File: src/hdl/srff_pkg.sv
// shared types, constants and sequence compare helper for the flush filter
package srff_pkg;

	localparam int SEQ_W = 23;
	localparam int OP_W = 2;
	localparam int FLUSH_SLOTS_DEF = 4;

	typedef enum logic [OP_W-1:0] {
		OP_BLOCK = 2'd0,
		OP_FLUSH = 2'd1,
		OP_DEFER = 2'd2
	} op_t;

	// token walking the slot chain with the running drop and claim flags
	typedef struct packed {
		logic tok;
		logic drop;
		logic claim;
	} link_t;

	// true when a is at or past b in modulo-2^23 sequence space
	function automatic logic seq_reached(input logic [SEQ_W-1:0] a, input logic [SEQ_W-1:0] b);
		logic [SEQ_W-1:0] d;
		begin
			d = a - b;
			seq_reached = ~d[SEQ_W-1];
		end
	endfunction

endpackage

File: src/hdl/srff_if.sv
// valid/ready channel interfaces for request and result items
interface srff_in_if;
	logic valid;
	logic ready;
	logic [srff_pkg::OP_W-1:0] op;
	logic [srff_pkg::SEQ_W-1:0] block_seq;
	logic [srff_pkg::SEQ_W-1:0] range_start;
	logic [srff_pkg::SEQ_W-1:0] range_end;

	modport source (output valid, output op, output block_seq, output range_start,
		output range_end, input ready);
	modport sink (input valid, input op, input block_seq, input range_start,
		input range_end, output ready);
endinterface

interface srff_out_if;
	logic valid;
	logic ready;
	logic drop_block;
	logic immediate_done;
	logic request_rejected;

	modport source (output valid, output drop_block, output immediate_done,
		output request_rejected, input ready);
	modport sink (input valid, input drop_block, input immediate_done,
		input request_rejected, output ready);
endinterface

File: src/hdl/srff_cell.sv
// one deferred flush slot of the chain, acting when the token passes through
module srff_cell (
	input  logic clk,
	input  logic arst_n,
	input  logic clear_all,
	input  logic [srff_pkg::OP_W-1:0] op,
	input  logic [srff_pkg::SEQ_W-1:0] block_seq,
	input  logic [srff_pkg::SEQ_W-1:0] range_start,
	input  logic [srff_pkg::SEQ_W-1:0] range_end,
	input  srff_pkg::link_t link_in,
	output srff_pkg::link_t link_out
);

	logic used_q;
	logic active_q;
	logic [srff_pkg::SEQ_W-1:0] start_q;
	logic [srff_pkg::SEQ_W-1:0] end_q;
	srff_pkg::link_t link_q;

	logic is_block;
	logic is_defer;
	logic hit_start;
	logic retire;
	logic take;
	srff_pkg::link_t link_d;

	always_comb begin
		is_block = (op == srff_pkg::OP_BLOCK);
		is_defer = (op == srff_pkg::OP_DEFER);
		hit_start = (start_q == block_seq) && (end_q != block_seq);
		// end equal or overshot
		retire = srff_pkg::seq_reached(block_seq, end_q);
		take = link_in.tok && is_defer && !used_q && !link_in.claim;
		link_d.tok = link_in.tok;
		link_d.drop = link_in.drop
			| (is_block & used_q & (hit_start | (~retire & (active_q | hit_start))));
		link_d.claim = link_in.claim | (is_defer & ~used_q);
	end

	always_ff @(posedge clk or negedge arst_n) begin
		if (!arst_n) begin
			used_q <= 1'b0;
			active_q <= 1'b0;
			link_q <= '0;
		end else begin
			link_q <= link_d;
			if (clear_all) begin
				used_q <= 1'b0;
				active_q <= 1'b0;
			end else if (link_in.tok && is_block && used_q) begin
				if (retire) begin
					used_q <= 1'b0;
					active_q <= 1'b0;
				end else if (hit_start) begin
					active_q <= 1'b1;
				end
			end else if (take) begin
				used_q <= 1'b1;
				active_q <= 1'b0;
			end
		end
	end

	always_ff @(posedge clk) begin
		if (take) begin
			start_q <= range_start;
			end_q <= range_end;
		end
	end

	assign link_out = link_q;

endmodule

File: src/hdl/sequence_range_flush_filter.sv
// top level: immediate flush control, slot chain and result registers
//
// in_item carries one request item: an audio block (op 0), an immediate flush
// arm (op 1) or a deferred flush request (op 2). out_item returns exactly one
// result item per request: drop_block, immediate_done and request_rejected.
// One item is in work at a time. After acceptance a token walks the row of
// FLUSH_SLOTS slot cells, one cell per cycle, and collects the drop flag and
// the lowest free slot claim; the token passes a start register before the
// row, the result is caught in a holding register behind the last cell and
// then moves into the output register, and in_item.ready rises again as the
// result enters the output register.
// Reset clears the pending immediate flush and all slots; in_item.ready is
// high right after reset. When the receiver stalls, the result waits in the
// output register while the next item is accepted and worked on; a second
// finished result is held internally and in_item.ready stays low until it
// moves on.
module sequence_range_flush_filter #(
	parameter int FLUSH_SLOTS = srff_pkg::FLUSH_SLOTS_DEF
) (
	input  logic clk,
	input  logic arst_n,
	srff_in_if.sink in_item,
	srff_out_if.source out_item
);

	logic busy_q;
	logic accept;

	logic [srff_pkg::OP_W-1:0] op_q;
	logic [srff_pkg::SEQ_W-1:0] seq_q;
	logic [srff_pkg::SEQ_W-1:0] rs_q;
	logic [srff_pkg::SEQ_W-1:0] re_q;

	logic imm_pend_q;
	logic [srff_pkg::SEQ_W-1:0] imm_end_q;
	logic imm_reached;
	logic in_block;
	logic clear_all;
	logic done_q;

	srff_pkg::link_t start_q;
	srff_pkg::link_t link [0:FLUSH_SLOTS];

	logic res_valid_q;
	logic res_drop_q;
	logic res_done_q;
	logic res_rej_q;
	logic move;

	logic out_valid_q;
	logic out_drop_q;
	logic out_done_q;
	logic out_rej_q;

	assign in_item.ready = ~busy_q;
	assign accept = in_item.valid & ~busy_q;
	assign in_block = (in_item.op == srff_pkg::OP_BLOCK);
	assign imm_reached = srff_pkg::seq_reached(in_item.block_seq, imm_end_q);
	// flush end reached: every deferred slot is dropped as well
	assign clear_all = accept & in_block & imm_pend_q & imm_reached;

	always_ff @(posedge clk) begin
		if (accept) begin
			op_q <= in_item.op;
			seq_q <= in_item.block_seq;
			rs_q <= in_item.range_start;
			re_q <= in_item.range_end;
			done_q <= clear_all;
		end
	end

	always_ff @(posedge clk or negedge arst_n) begin
		if (!arst_n) begin
			imm_pend_q <= 1'b0;
			imm_end_q <= '0;
			start_q <= '0;
		end else begin
			start_q.tok <= accept;
			start_q.drop <= accept & in_block & imm_pend_q & ~imm_reached;
			start_q.claim <= 1'b0;
			if (accept) begin
				case (in_item.op)
					srff_pkg::OP_BLOCK: begin
						if (imm_pend_q && imm_reached) begin
							imm_pend_q <= 1'b0;
						end
					end
					srff_pkg::OP_FLUSH: begin
						imm_pend_q <= 1'b1;
						imm_end_q <= in_item.range_end;
					end
					default: begin
					end
				endcase
			end
		end
	end

	assign link[0] = start_q;

	for (genvar i = 0; i < FLUSH_SLOTS; i++) begin : g_cell
		srff_cell u_cell (
			.clk        (clk),
			.arst_n     (arst_n),
			.clear_all  (clear_all),
			.op         (op_q),
			.block_seq  (seq_q),
			.range_start(rs_q),
			.range_end  (re_q),
			.link_in    (link[i]),
			.link_out   (link[i+1])
		);
	end

	assign move = res_valid_q & (~out_valid_q | out_item.ready);

	always_ff @(posedge clk or negedge arst_n) begin
		if (!arst_n) begin
			busy_q <= 1'b0;
			res_valid_q <= 1'b0;
			out_valid_q <= 1'b0;
		end else begin
			if (accept) begin
				busy_q <= 1'b1;
			end else if (move) begin
				busy_q <= 1'b0;
			end
			if (link[FLUSH_SLOTS].tok) begin
				res_valid_q <= 1'b1;
			end else if (move) begin
				res_valid_q <= 1'b0;
			end
			if (move) begin
				out_valid_q <= 1'b1;
			end else if (out_item.ready) begin
				out_valid_q <= 1'b0;
			end
		end
	end

	always_ff @(posedge clk) begin
		if (link[FLUSH_SLOTS].tok) begin
			res_drop_q <= link[FLUSH_SLOTS].drop;
			res_done_q <= done_q;
			res_rej_q <= (op_q == srff_pkg::OP_DEFER) & ~link[FLUSH_SLOTS].claim;
		end
		if (move) begin
			out_drop_q <= res_drop_q;
			out_done_q <= res_done_q;
			out_rej_q <= res_rej_q;
		end
	end

	assign out_item.valid = out_valid_q;
	assign out_item.drop_block = out_drop_q;
	assign out_item.immediate_done = out_done_q;
	assign out_item.request_rejected = out_rej_q;

endmodule
File: src/flat_wrapper.sv
// flat-port wrapper written by rule: the top's interface ports become plain ports
module sequence_range_flush_filter_flat 
#(
	parameter int FLUSH_SLOTS = srff_pkg::FLUSH_SLOTS_DEF
)
  (clk, arst_n, in_item_valid, in_item_op, in_item_block_seq, in_item_range_start, in_item_range_end, in_item_ready, out_item_valid, out_item_drop_block, out_item_immediate_done, out_item_request_rejected, out_item_ready);
  srff_in_if in_item_i ();
  srff_out_if out_item_i ();
  input  logic clk;
  input  logic arst_n;
  input wire logic [$bits(in_item_i.valid)-1:0] in_item_valid;
  input wire logic [$bits(in_item_i.op)-1:0] in_item_op;
  input wire logic [$bits(in_item_i.block_seq)-1:0] in_item_block_seq;
  input wire logic [$bits(in_item_i.range_start)-1:0] in_item_range_start;
  input wire logic [$bits(in_item_i.range_end)-1:0] in_item_range_end;
  output wire logic [$bits(in_item_i.ready)-1:0] in_item_ready;
  output wire logic [$bits(out_item_i.valid)-1:0] out_item_valid;
  output wire logic [$bits(out_item_i.drop_block)-1:0] out_item_drop_block;
  output wire logic [$bits(out_item_i.immediate_done)-1:0] out_item_immediate_done;
  output wire logic [$bits(out_item_i.request_rejected)-1:0] out_item_request_rejected;
  input wire logic [$bits(out_item_i.ready)-1:0] out_item_ready;
  assign in_item_i.valid = in_item_valid;
  assign in_item_i.op = in_item_op;
  assign in_item_i.block_seq = in_item_block_seq;
  assign in_item_i.range_start = in_item_range_start;
  assign in_item_i.range_end = in_item_range_end;
  assign in_item_ready = in_item_i.ready;
  assign out_item_valid = out_item_i.valid;
  assign out_item_drop_block = out_item_i.drop_block;
  assign out_item_immediate_done = out_item_i.immediate_done;
  assign out_item_request_rejected = out_item_i.request_rejected;
  assign out_item_i.ready = out_item_ready;
  sequence_range_flush_filter #(.FLUSH_SLOTS(FLUSH_SLOTS)) u_core (.clk(clk), .arst_n(arst_n), .in_item(in_item_i), .out_item(out_item_i));
endmodule
File: config.mk
export PLATFORM = sky130hd
export DESIGN_NAME = sequence_range_flush_filter_flat
export DESIGN_NICKNAME = d
export VERILOG_FILES = /design/src/hdl/srff_pkg.sv /design/src/hdl/srff_if.sv /design/src/hdl/srff_cell.sv /design/src/hdl/sequence_range_flush_filter.sv /design/src/flat_wrapper.sv
export SDC_FILE = /design/constraint.sdc
export NUM_CORES = 1
export LEC_CHECK = 0
export BUFFER_PORTS_ARGS = -buffer_cell sky130_fd_sc_hd__buf_2
export CORE_MARGIN = 2
export CORE_UTILIZATION = 60
export CTS_BUF_LIST = sky130_fd_sc_hd__clkbuf_4
export CTS_CLUSTER_DIAMETER = 200
export DETAILED_ROUTE_END_ITERATION = 10
export GPL_TIMING_DRIVEN = 0
export PLACE_DENSITY_LB_ADDON = 0.1
export REMOVE_ABC_BUFFERS = 1
export SLEW_MARGIN = 20
export SYNTH_ARGS = -nofsm -noshare
export SYNTH_HDL_FRONTEND = slang
export SYNTH_SLANG_ARGS = --single-unit
File: constraint.sdc
create_clock -name clk -period 9.1 [get_ports clk]
set_input_delay 0 -clock clk [delete_from_list [all_inputs] [get_ports clk]]
set_output_delay 0 -clock clk [all_outputs]
set_load 0.02 [all_outputs]
==> impl_results.md, run 1 <==
- Slowest cell on crit path: a221oi_1
- Final setup vio count: 0
- CTS tree: built
- Root Buffer: clkbuf_4
- Final nets: 1435
- Worst Path Required: approximately 9600 ps
- Tot GR Track Use: 26.8%
- EDFF count, synth: ~260
- P_int: approximately 2.7 mW
- CP Data Arrival Time: 3900 ps
- Clk_skew: between 40 and 50 ps
- Critical Path Sink Type: flop
- Critical path's most frequent cell: a221oi_1
- CP startpoint kind: flop
- WS Path Type: flop to flop
- Status: completed
- Antenna violations before repair: 1
- Number of I/O port buffers: 79
- Max_slew headroom: 36.0%
- Final GP Congestion: 0.800
- Cell taking the most area after synthesis: edfxtp_1
- Die height: 155 um
- Via Count: 8704
- Ys flop type: edfxtp_1
- Crit path cell chain: ha_1 > and2_1 > a221o_1 > a221oi_1 > o21ai_1 > nor2_1 > xor2_1 > a221oi_1
- Period utilization: 37.3%
- Post-synthesis cell area: around 0.014 mm^2
- Die ar.: about 0.024 mm^2
- Layout cells sized above 1: 19.0%
- Post-synth top cells: 262 x edfxtp_1, 115 x inv_1, 109 x ha_1
- Critical Path Fanout Max: 8
- Sw frac: a little under 30%
- Total grt overflow: 0
- Cells after Synth: 957
- Non-filler cells, final: 1605
- Fmax: 294 MHz
- DR iter-0 viols: 635
- Chip width: 155 um
- Clock Latency Late Sink: slightly below 700 ps
- Pwr/cell area: around 230 mW/mm^2
- Initial Utilization: 60.6%
- Core area: ~0.022 mm^2
- Top cell type's share of synthesized area: 57.9%
- Maximum VDD drop: ~0.16 mV
- Setup TNS Final: 0 ps
- Final Hold Viols: 0
- DRC violations left: 0
- Synth Warn #: 0
- Psw: 1.12 mW
- Row Count: 55
- Post-DRT Antenna Nets: 0
- Number of distinct library cells after synthesis: 44
- First-pass GRT wire length: 47.9 mm
- Avg Cell Area, Syn: 14.2 um^2
- Clock power share: 31.7%
- Combinational Power Share: 17.6%
- Setup WS pre-CTS: 5760 ps
- Vias in the first global route: 8921
- Synth top area cells: edfxtp_1 58%, ha_1 10%, dfrtp_1 9.0%, xor2_1 5.0%, inv_1 3.2%
- # H-tree levels: 3
- Cts repair resizes: 0
- Ys async rst share: between 15 and 20%
- Leak pwr: 6.94 nW
- CTS Buffer Depth: 3
- Area of the multi-input gates: 0.00405 mm^2
- Sequential power share: 50.7%
- Fin. max-slew vios: 0
- Worst slew pin tran: 953 ps
- Crit path time final: around 3400 ps
- Vias per std cell: ~5.4
- 1st-pass router iterations: 5
- Worst path max stage delay: ~720 ps
- Filler cells: 1467
- Clock Sinks: 311
- Slack of the critical path: 5700 ps
- RSZ-0062 raised after global routing: false
- Post-CTS Setup Inserts: 0
- Wirelength per Cell: ~19 um
- Max Cap Violations: 0
- Most common cell in the netlist: edfxtp_1
- Hold crit path type: input port to flop
- Area added between synthesis and finish: 23.6%
- Min Hold Slack: 43.1 ps
- Register area share after synthesis: roughly 67%
- Placed insts: 1338
- #FFs+latches synth: 311
- Reg area: 0.00909 mm^2
- Ports: 80
- CTS buffer count: 82
- Final Core Density: 74.9%
- Largest net degree at the start of global routing: 50
- Routed wire length: between 30 and 40 mm
- Post-DP HPWL: 20.9 mm
- Worst-path clk slew: ~80 ps
-- kinds of logic after synthesis --
logic type / synth area share (%)
AO/OA/AOI/OAI: 5.77
buffers and inverters: 3.57
adder cells (fa/ha/maj): 10.0
XOR/XNOR: 6.57
AND/OR/NAND/NOR: 6.79
multiplexers: 0.405
flip-flops: 66.9
-- power by group through the flow --
stage	clock network [mW]	registers (mW)	logic (mW)
6_report	1.22	1.95	0.679
5_1_grt	1.32	1.97	0.764
4_1_cts	1.24	1.95	0.673
3_5_place_dp	0	1.97	0.630
3_3_place_gp	0	1.99	0.575
2_1_floorplan	0	1.93	0.404
-- what timing repair did --
item / 4_1_cts / 5_1_grt
hold buffers: 113 / 1
endpoints found under the hold margin: 199 / 1
endpoints found under the setup margin: 0 / 0
-- sequential cells by signal, summed over array words and instances, names as in the netlist --
signal                            flops
u_core.g_cell.u_cell.end_q           92
u_core.g_cell.u_cell.start_q         92
u_core.imm_end_q                     23
u_core.re_q                          23
u_core.rs_q                          23
u_core.seq_q                         23
u_core.g_cell.u_cell.link_out        12
u_core.g_cell.u_cell.active_q         4
u_core.g_cell.u_cell.used_q           4
u_core.link                           2
u_core.op_q                           2
u_core.busy_q                         1
u_core.done_q                         1
u_core.imm_pend_q                     1
u_core.out_item.drop_block            1
u_core.out_item.immediate_done        1
u_core.out_item.request_rejected      1
u_core.out_item.valid                 1
u_core.res_done_q                     1
u_core.res_drop_q                     1
u_core.res_rej_q                      1
u_core.res_valid_q                    1
-- per-layer routing --
layer  vias up  wire [um]  global-route usage, %
li1       4145          -                      -
met1      4216      13100                   36.2
met2       284      14900                   44.3
met3        59       1920                   5.41
met4         0        766                   8.99
met5         -          0                      0
-- worst paths after layout --
kind | from | endpoint | slack (ps) | cells past startpoint
max | u_core.seq_q[17] | u_core.g_cell[3].u_cell.active_q | 5700 | 8
min | in_item_range_end[0] | u_core.re_q[0] | 40 | 2
max reg2reg | u_core.seq_q[17] | u_core.g_cell[3].u_cell.active_q | 5700 | 8
min reg2reg | u_core.res_drop_q | u_core.out_item.drop_block | 410 | 0
max in group asynchronous | arst_n | u_core.imm_end_q[4] | 8420 | 4
min in group asynchronous | arst_n | u_core.imm_end_q[17] | 360 | 4
-- metrics by stage --
step	power, mW	cell area (um^2)
2_1_floorplan	2.33	13500
3_3_place_gp	2.56	14300
3_5_place_dp	2.60	14600
4_1_cts	3.86	16800
5_1_grt	4.06	16800
6_report	3.85	16800
-- layout by cell type, fill, tap and decap left out, types with 16 or more instances in the layout --
master         Yosys  layout
buf_2              1      97
nand2_1           47      47
dfrtp_1           49      49
a21oi_1           45      45
inv_1            115     115
ha_1             109     109
nand3_1           16      16
o21ai_1           30      30
edfxtp_1         262     262
xnor2_1           24      24
clkbuf_4           0     124
dlygate4sd3_1      0     113
nor4_1            20      20
xor2_1            78      78
clkinv_1           0      20
nand4_1           25      25
-- layout make-up --
cell class | count | share of cell area [%]
timing repair buffer | 222 | 10.7
multi-input combinational | 519 | 24.1
antenna | 2 | 0.0298
inverter | 115 | 2.57
tap | 285 | 2.12
clock inverter | 27 | 0.864
sequential | 311 | 54.1
clock buffer | 124 | 5.54
-- worst max-delay path, delay by kind of cell, from the launching register on --
kind	cells	cell delay (ps)
compound gates	4	1320
flops	1	670
simple gates	2	440
xor+xnor	1	430
fa+ha+maj	1	340
(Power assumes the default switching activity.)
==> run 2: changes to the inputs <==
Settings changed: ABC_AREA set to 1.
Clock period 9.1 ns to 3.5 ns, I/O delays scaled along.
==> run 2 against run 1 <==
Synthesized area up 3.8%. Die area up 3.7%. Maximum frequency up 37%. Clock power rose to 2.6 times the previous value. Combinational power rose to 2.8 times the previous value. Clock-buffer cell count up 12. Final cell count up 15%. Critical endpoint is now u_core.g_cell[1].u_cell.link_out[1]. Largest power group unchanged.
==> impl_results.md, run 2 <==
- Via Count: 9372 (+7.7%)
- Post-synth top cells: 262 x edfxtp_1, 209 x nand2_1, 179 x inv_1
- FF-to-FF End: u_core.g_cell[1].u_cell.link_out[1]
- Worst Hold Depth: 2 (unchanged)
- CP startpoint kind: flop
- Synth top area cells: edfxtp_1 56%, ha_1 9.7%, dfrtp_1 8.7%, nand2_1 5.6%, inv_1 4.8%
- Antenna violations before repair: 1 (unchanged)
- Avg Cell Area, Syn: 11.9 um^2 (-16%)
- Hold crit path type: input port to flop
- Commonest cells after routing, fill and taps aside: 262 x edfxtp_1, 209 x nand2_1, 178 x inv_1
- Top cell type's share of synthesized area: 55.8% (-2.1 points)
- Vias per std cell: 5.06 (-6.7%)
- Min Hold Slack: 40.7 ps (-2.41 ps)
- Ys async rst share: 15.8% (unchanged)
- Maximum VDD drop: 0.359 mV (+120%)
- EDFF count, synth: 262 (unchanged)
- Cts repair resizes: 0 (unchanged)
- Leak pwr: 7.65 nW (+10%)
- Register area share after synthesis: 64.4% (-2.4 points)
- Area added between synthesis and finish: 23.3%
- 1st-pass router iterations: 4 (-1)
- Vias in the first global route: 9539 (+6.9%)
- Row Count: 56 (+1.8%)
- Max Cap Violations: 0 (unchanged)
- #FFs+latches synth: 311 (unchanged)
- Post-synthesis cell area: 0.0141 mm^2 (+3.8%)
- DRC violations left: 0 (unchanged)
- Fin. max-slew vios: 0 (unchanged)
- Total grt overflow: 0 (unchanged)
- Synth Warn #: 0 (unchanged)
- Final Hold Viols: 0 (unchanged)
- Compound-cell area share of the yosys netlist: 3.53% (-2.2 points)
- Number of I/O port buffers: 79 (unchanged)
- Layout cells sized above 1: 17.1% (-1.9 points)
- Status: completed
- Fmax: 403 MHz (+37%)
- Most common cell after layout, fill and taps aside: edfxtp_1
- Final Core Density: 74.8% (-0.11 points)
- Number of distinct library cells after synthesis: 35 (-20%)
- Worst Path Required: 4050 ps (-5550 ps)
- HP Start: in_item_range_start[19]
- Reg2reg start: u_core.seq_q[11]
- Final setup vio count: 0 (unchanged)
- Largest family of logic cells by synthesized area: simple AND/OR/NAND/NOR gates
- Final GP Congestion: 0.808 (+0.97%)
- Finished Cell Area: 0.0174 mm^2 (+3.5%)
- Reg2reg setup slack: 1020 ps (-4680 ps)
- CTS tree: built
- Worst-path clk slew: 60 ps (-20 ps)
- # H-tree levels: 3 (unchanged)
- Root Buffer: clkbuf_4
- Pwr/cell area: 584 mW/mm^2 (+150%)
- Period utilization: 70.8% (+33 points)
- Cell taking the most area after synthesis: edfxtp_1
- Largest net degree at the start of global routing: 54 (+8.0%)
- Largest registers: u_core.g_cell.u_cell.end_q: 92 flops, u_core.g_cell.u_cell.start_q: 92 flops
- Initial Utilization: 60.7% (about the same)
- CTS buffer count: 82 (unchanged)
- Wirelength per Cell: 16.9 um (-12%)
- WS Path Type: flop to flop
- Setup WS pre-CTS: 1070 ps (-4700 ps)
- Crit path time final: 2480 ps (-919 ps)
- Die ar.: 0.0248 mm^2 (+3.7%)
- Simple-Gate Fraction of Synth Area: 11.2% (+4.5 points)
- CP Data Arrival Time: 3030 ps (-870 ps)
- Hold worst-path end: u_core.rs_q[19]
- Tot GR Track Use: 26.5% (-0.35 points)
- Clock Latency Late Sink: 690 ps (about the same)
- Ys flop type: edfxtp_1
- Critical Path Fanout Max: 8 (unchanged)
- Post-Synth XOR/XNOR Area: 5.34% (-1.2 points)
- Core area: 0.0233 mm^2 (+3.7%)
- Clock Sinks: 311 (unchanged)
- Cells after Synth: 1185 (+24%)
- Max_slew headroom: 46.8% (+11 points)
- Setup TNS Final: 0 ps (unchanged)
- RSZ-0062 raised after global routing: false
- CTS Buffer Depth: 3 (unchanged)
- Die height: 157 um (+1.8%)
- Mux contribution to synthesized area: 0.160% (-0.25 points)
- Worst slew pin tran: 796 ps (-156 ps)
- First-pass GRT wire length: 48.7 mm (+1.6%)
- Slack of the critical path: 1020 ps (-4680 ps)
- Clk_skew: 36.0 ps (-7.74 ps)
- Most common cell in the netlist: edfxtp_1
- Routed wire length: 31.3 mm (+1.9%)
- Placed insts: 1579 (+18%)
- Ports: 80 (unchanged)
- Critical Path Sink Type: flop
- Total Power: 10.2 mW (+160%)
- R2R depth: 12 (+4)
- Adder-cell area share of the yosys netlist: 9.66% (-0.36 points)
- Post-DP HPWL: 20.9 mm (+0.28%)
- Chip width: 157 um (+1.8%)
- DR iter-0 viols: 617 (-2.8%)
- Placed cell area: 0.0151 mm^2 (+3.6%)
- Post-DRT Antenna Nets: 0 (unchanged)
- Non-filler cells, final: 1852 (+15%)
- Final nets: 1648 (+15%)
[run 2: cell types whose count changed in the layout (fill, tap and decap cells not counted), sizes merged, moves of 12 or more]
cell,change
o21ai,-27
clkbuf,+12
a21oi,+13
nand3,+14
nor2,+87
xor2,-56
xnor2,+40
buf,-20
nand2,+165
inv,+81
nor4,-17
[run 2: kinds of logic after synthesis]
| family | after synthesis |
|---|---|
| AND/OR/NAND/NOR | 378 |
| flip-flops | 311 |
| buffers and inverters | 208 |
| adder cells (fa/ha/maj) | 109 |
| AO/OA/AOI/OAI | 91 |
| XOR/XNOR | 86 |
| multiplexers | 2 |
[run 2: area by class of cell]
cell class / instances / area, um^2
clock buffers: 136 / 1020
diodes: 3 / 7.51
well taps: 319 / 399
inverters: 195 / 737
fillers: 1565 / 5860
flip-flops and latches: 311 / 9090
multi-input cells: 666 / 4250
clock inverters: 14 / 58.8
repair buffers: 208 / 1830
[run 2: worst max path at each step]
stage,cells after the start,to,from,slack (ps)
after floorplan,8,u_core.g_cell[1].u_cell.used_q,u_core.op_q[0],290
after global placement,8,u_core.g_cell[1].u_cell.used_q,u_core.op_q[0],-1420
after detailed placement,14,u_core.g_cell[3].u_cell.used_q,u_core.seq_q[11],1070
after CTS,14,u_core.g_cell[3].u_cell.used_q,u_core.seq_q[11],1040
after global routing,12,u_core.g_cell[1].u_cell.link_out[1],u_core.seq_q[11],860
final,12,u_core.g_cell[1].u_cell.link_out[1],u_core.seq_q[11],1020
[run 2: repair_timing]
| item | CTS | global route |
|---|---|---|
| setup buffers | 0 | 0 |
| endpoints found under the hold margin | 177 | 0 |
| hold buffers | 120 | 0 |
[run 2: worst max-delay path: stages, from the launching register on]
cell and delay [ps]:
edfxtp_1 600, ha_1 400, nand2_1 50, nor2_1 180, nand4_1 290, nor2_1 170, nand2_1 90, nand3_1 100
nand2_1 60, nand2_1 110, nor2_1 60, o21ai_1 180, nand2_1 80
[run 2: where the power goes]
part / total [mW] / internal, mW / leakage (nW) / switching (mW)
Clock: 3.20 / 1.75 / 0.664 / 1.45
Sequential: 5.03 / 4.65 / 2.98 / 0.374
Combinational: 1.93 / 0.772 / 4.01 / 1.16
Total: 10.2 / 7.18 / 7.65 / 2.98
[run 2: layer usage]
layer | up-vias | part of all wire [%] | track usage [%]
met3 | 54 | 5.6 | 6.33
li1 | 4588 | - | -
met2 | 266 | 50 | 44.7
met4 | 0 | 2.8 | 10.0
met5 | - | 0 | 0
met1 | 4464 | 42 | 33.4
==> run 3: changes to the inputs <==
Settings changed: ABC_AREA 1 to 0.
Clock period 3.5 ns to 2.4 ns, I/O delays scaled along.
==> run 3 against run 2 <==
The run now ends with setup timing left. Setup slack lost 1300 ps. Hold slack gained 9.1 ps. Maximum frequency shrank 7.1%. Largest cell class unchanged. Largest power group unchanged.
==> impl_results.md, run 3 (synthesized netlist as in run 1, its figures left out) <==
- CTS tree: built
- Commonest cells after routing, fill and taps aside: 262 x edfxtp_1, 124 x clkbuf_4, 112 x inv_1, 112 x dlygate4sd3_1, 97 x buf_2
- Initial Utilization: 60.6% (about the same)
- Root Buffer: clkbuf_4
- Pwr/cell area: 862 mW/mm^2 (+48%)
- Clock Sinks: 311 (unchanged)
- Final Hold Viols: 0 (unchanged)
- Chip width: 155 um (-1.8%)
- Core area: 0.0224 mm^2 (-3.6%)
- Ports: 80 (unchanged)
- Combinational Power Share: 22.2% (+3.2 points)
- Post-DP HPWL: 20.9 mm (-0.28%)
- Final setup vio count: 9 (+9)
- Fmax: 375 MHz (-7.1%)
- Psw: 4.60 mW (+54%)
- Placed cell area: 0.0146 mm^2 (-3.5%)
- Slowest cell on crit path: or4_4
- Wirelength per Cell: 19.9 um (+18%)
- # H-tree levels: 3 (unchanged)
- Clock Latency Late Sink: 680 ps (about the same)
- Non-filler cells, final: 1660 (-10%)
- Largest registers: u_core.g_cell.u_cell.end_q: 92 flops, u_core.g_cell.u_cell.start_q: 92 flops
- CP delay by family, top: simple AND/OR/NAND/NOR gates
- Vias in the first global route: 9290 (-2.6%)
- Row Count: 55 (-1.8%)
- Critical path buffers and inverters: 0 (unchanged)
- DR iter-0 viols: 639 (+3.6%)
- Most common cell after layout, fill and taps aside: edfxtp_1
- Worst slew pin tran: 899 ps (+103 ps)
- Die height: 155 um (-1.8%)
- Clock power share: 30.3% (-1.2 points)
- Setup TNS Final: -1720 ps (-1720 ps)
- Max_slew headroom: 39.8% (-7.0 points)
- Vias per std cell: 5.46 (+8.0%)
- Status: finished, violations left
- Layout cells sized above 1: 26.6% (+9.5 points)
- Die ar.: 0.0239 mm^2 (-3.5%)
- Slack of the critical path: -267 ps (-1290 ps)
- Critical Path Sink Type: flop
- Antenna violations before repair: 1 (unchanged)
- Largest net degree at the start of global routing: 50 (-7.4%)
- Sw frac: 30.0% (+0.65 points)
- Failing checks: setup timing
- Critical Path Fanout Max: 5 (-3)
- Final nets: 1490 (-9.6%)
- Maximum VDD drop: 0.626 mV (+75%)
- Placed insts: 1338 (-15%)
- Crit path cell chain: ha_1 > a21oi_1 > o21ai_0 > a22o_1 > or4_4 > xnor2_4 > and3_4 > a211oi_2
- WS Path Type: flop to flop
- DRC violations left: 0 (unchanged)
- Max Cap Violations: 0 (unchanged)
- Total grt overflow: 0 (unchanged)
- Finished Cell Area: 0.0178 mm^2 (+2.2%)
- P_int: 10.7 mW (+50%)
- Worst Path Required: 2980 ps (-1070 ps)
- Post-DRT Antenna Nets: 0 (unchanged)
- CTS buffer count: 82 (unchanged)
- Met2 usage: 46.1% (+1.5 points)
- Final Core Density: 79.3% (+4.5 points)
- Via Count: 9071 (-3.2%)
- Sequential power share: 47.5% (-2.0 points)
- GRT met1 Usage: 37.6% (+4.2 points)
- Area added between synthesis and finish: 30.8%
- CP Data Arrival Time: 3250 ps (+220 ps)
- Hold crit path type: input port to flop
- Routed wire length: 33.1 mm (+5.8%)
- 1st-pass router iterations: 7 (+3)
- Leak pwr: 7.33 nW (-4.2%)
- Final GP Congestion: 0.800 (-0.97%)
- Reg2reg setup slack: -270 ps (-1290 ps)
- CTS Buffer Depth: 3 (unchanged)
- Clk_skew: 39.8 ps (+3.78 ps)
- GR Layer Usage met3: 4.65% (-1.7 points)
- CP startpoint kind: flop
- Tot GR Track Use: 27.9% (+1.4 points)
- Worst-path clk slew: 60 ps (about the same)
- Top Usage Layer GRT: met2
- First-pass GRT wire length: 49.7 mm (+2.1%)
- RSZ-0062 raised after global routing: true
- Crit path time final: 2670 ps (+188 ps)
- Worst path max stage delay: 580 ps (-20 ps)
- Number of I/O port buffers: 79 (unchanged)
- Fin. max-slew vios: 0 (unchanged)
- Period utilization: 111% (+40 points)
run 3: path summary, 6_finish.rpt:
kind,from,end,cells after the start
worst min register to register,u_core.res_drop_q,u_core.out_item.drop_block,0
worst min-delay path,in_item_range_start[2],u_core.rs_q[2],2
min in group asynchronous,arst_n,u_core.imm_end_q[17],4
worst max-delay path,u_core.seq_q[13],u_core.g_cell[1].u_cell.used_q,8
worst max register to register,u_core.seq_q[13],u_core.g_cell[1].u_cell.used_q,8
max in group asynchronous,arst_n,u_core.imm_end_q[2],4
run 3: layout make-up:
type	count	area, um^2
flip-flops and latches	311	9090
fillers	1297	4650
multi-input cells	519	4580
repair buffers	277	2240
clock buffers	124	931
inverters	115	432
well taps	285	357
clock inverters	27	145
diodes	2	5.00
run 3: per-stage QoR:
stage | setup WS, ps | hold slack, ps | total power, mW
after floorplan | -3960 | -296 | 8.84
final | -267 | 49.7 | 15.3
after detailed placement | -935 | 103 | 9.88
after global placement | -7380 | 177 | 9.72
after CTS | -213 | 0.703 | 15.1
after global routing | -323 | 0.820 | 16.1
run 3: metal layers:
layer,vias up,wire length (um)
met1,4403,13900
met5,-,0
met3,64,1980
met2,342,16300
li1,4262,-
met4,0,902
run 3: power groups by stage:
stage	clock network (mW)	registers [mW]	logic, mW
2_1_floorplan	0	7.31	1.53
3_3_place_gp	0	7.54	2.18
3_5_place_dp	0	7.49	2.39
4_1_cts	4.71	7.25	3.16
5_1_grt	5.01	7.36	3.72
6_report	4.64	7.29	3.41
run 3: timing repair:
action                                 CTS  global route
cloned                                   0             1
hold buffers                           113             0
endpoints found under the hold margin  187             0
setup endpoints to repair               48            21
buffers inserted                        53             4
gates resized for setup                 68            29
pin swaps                               29            12
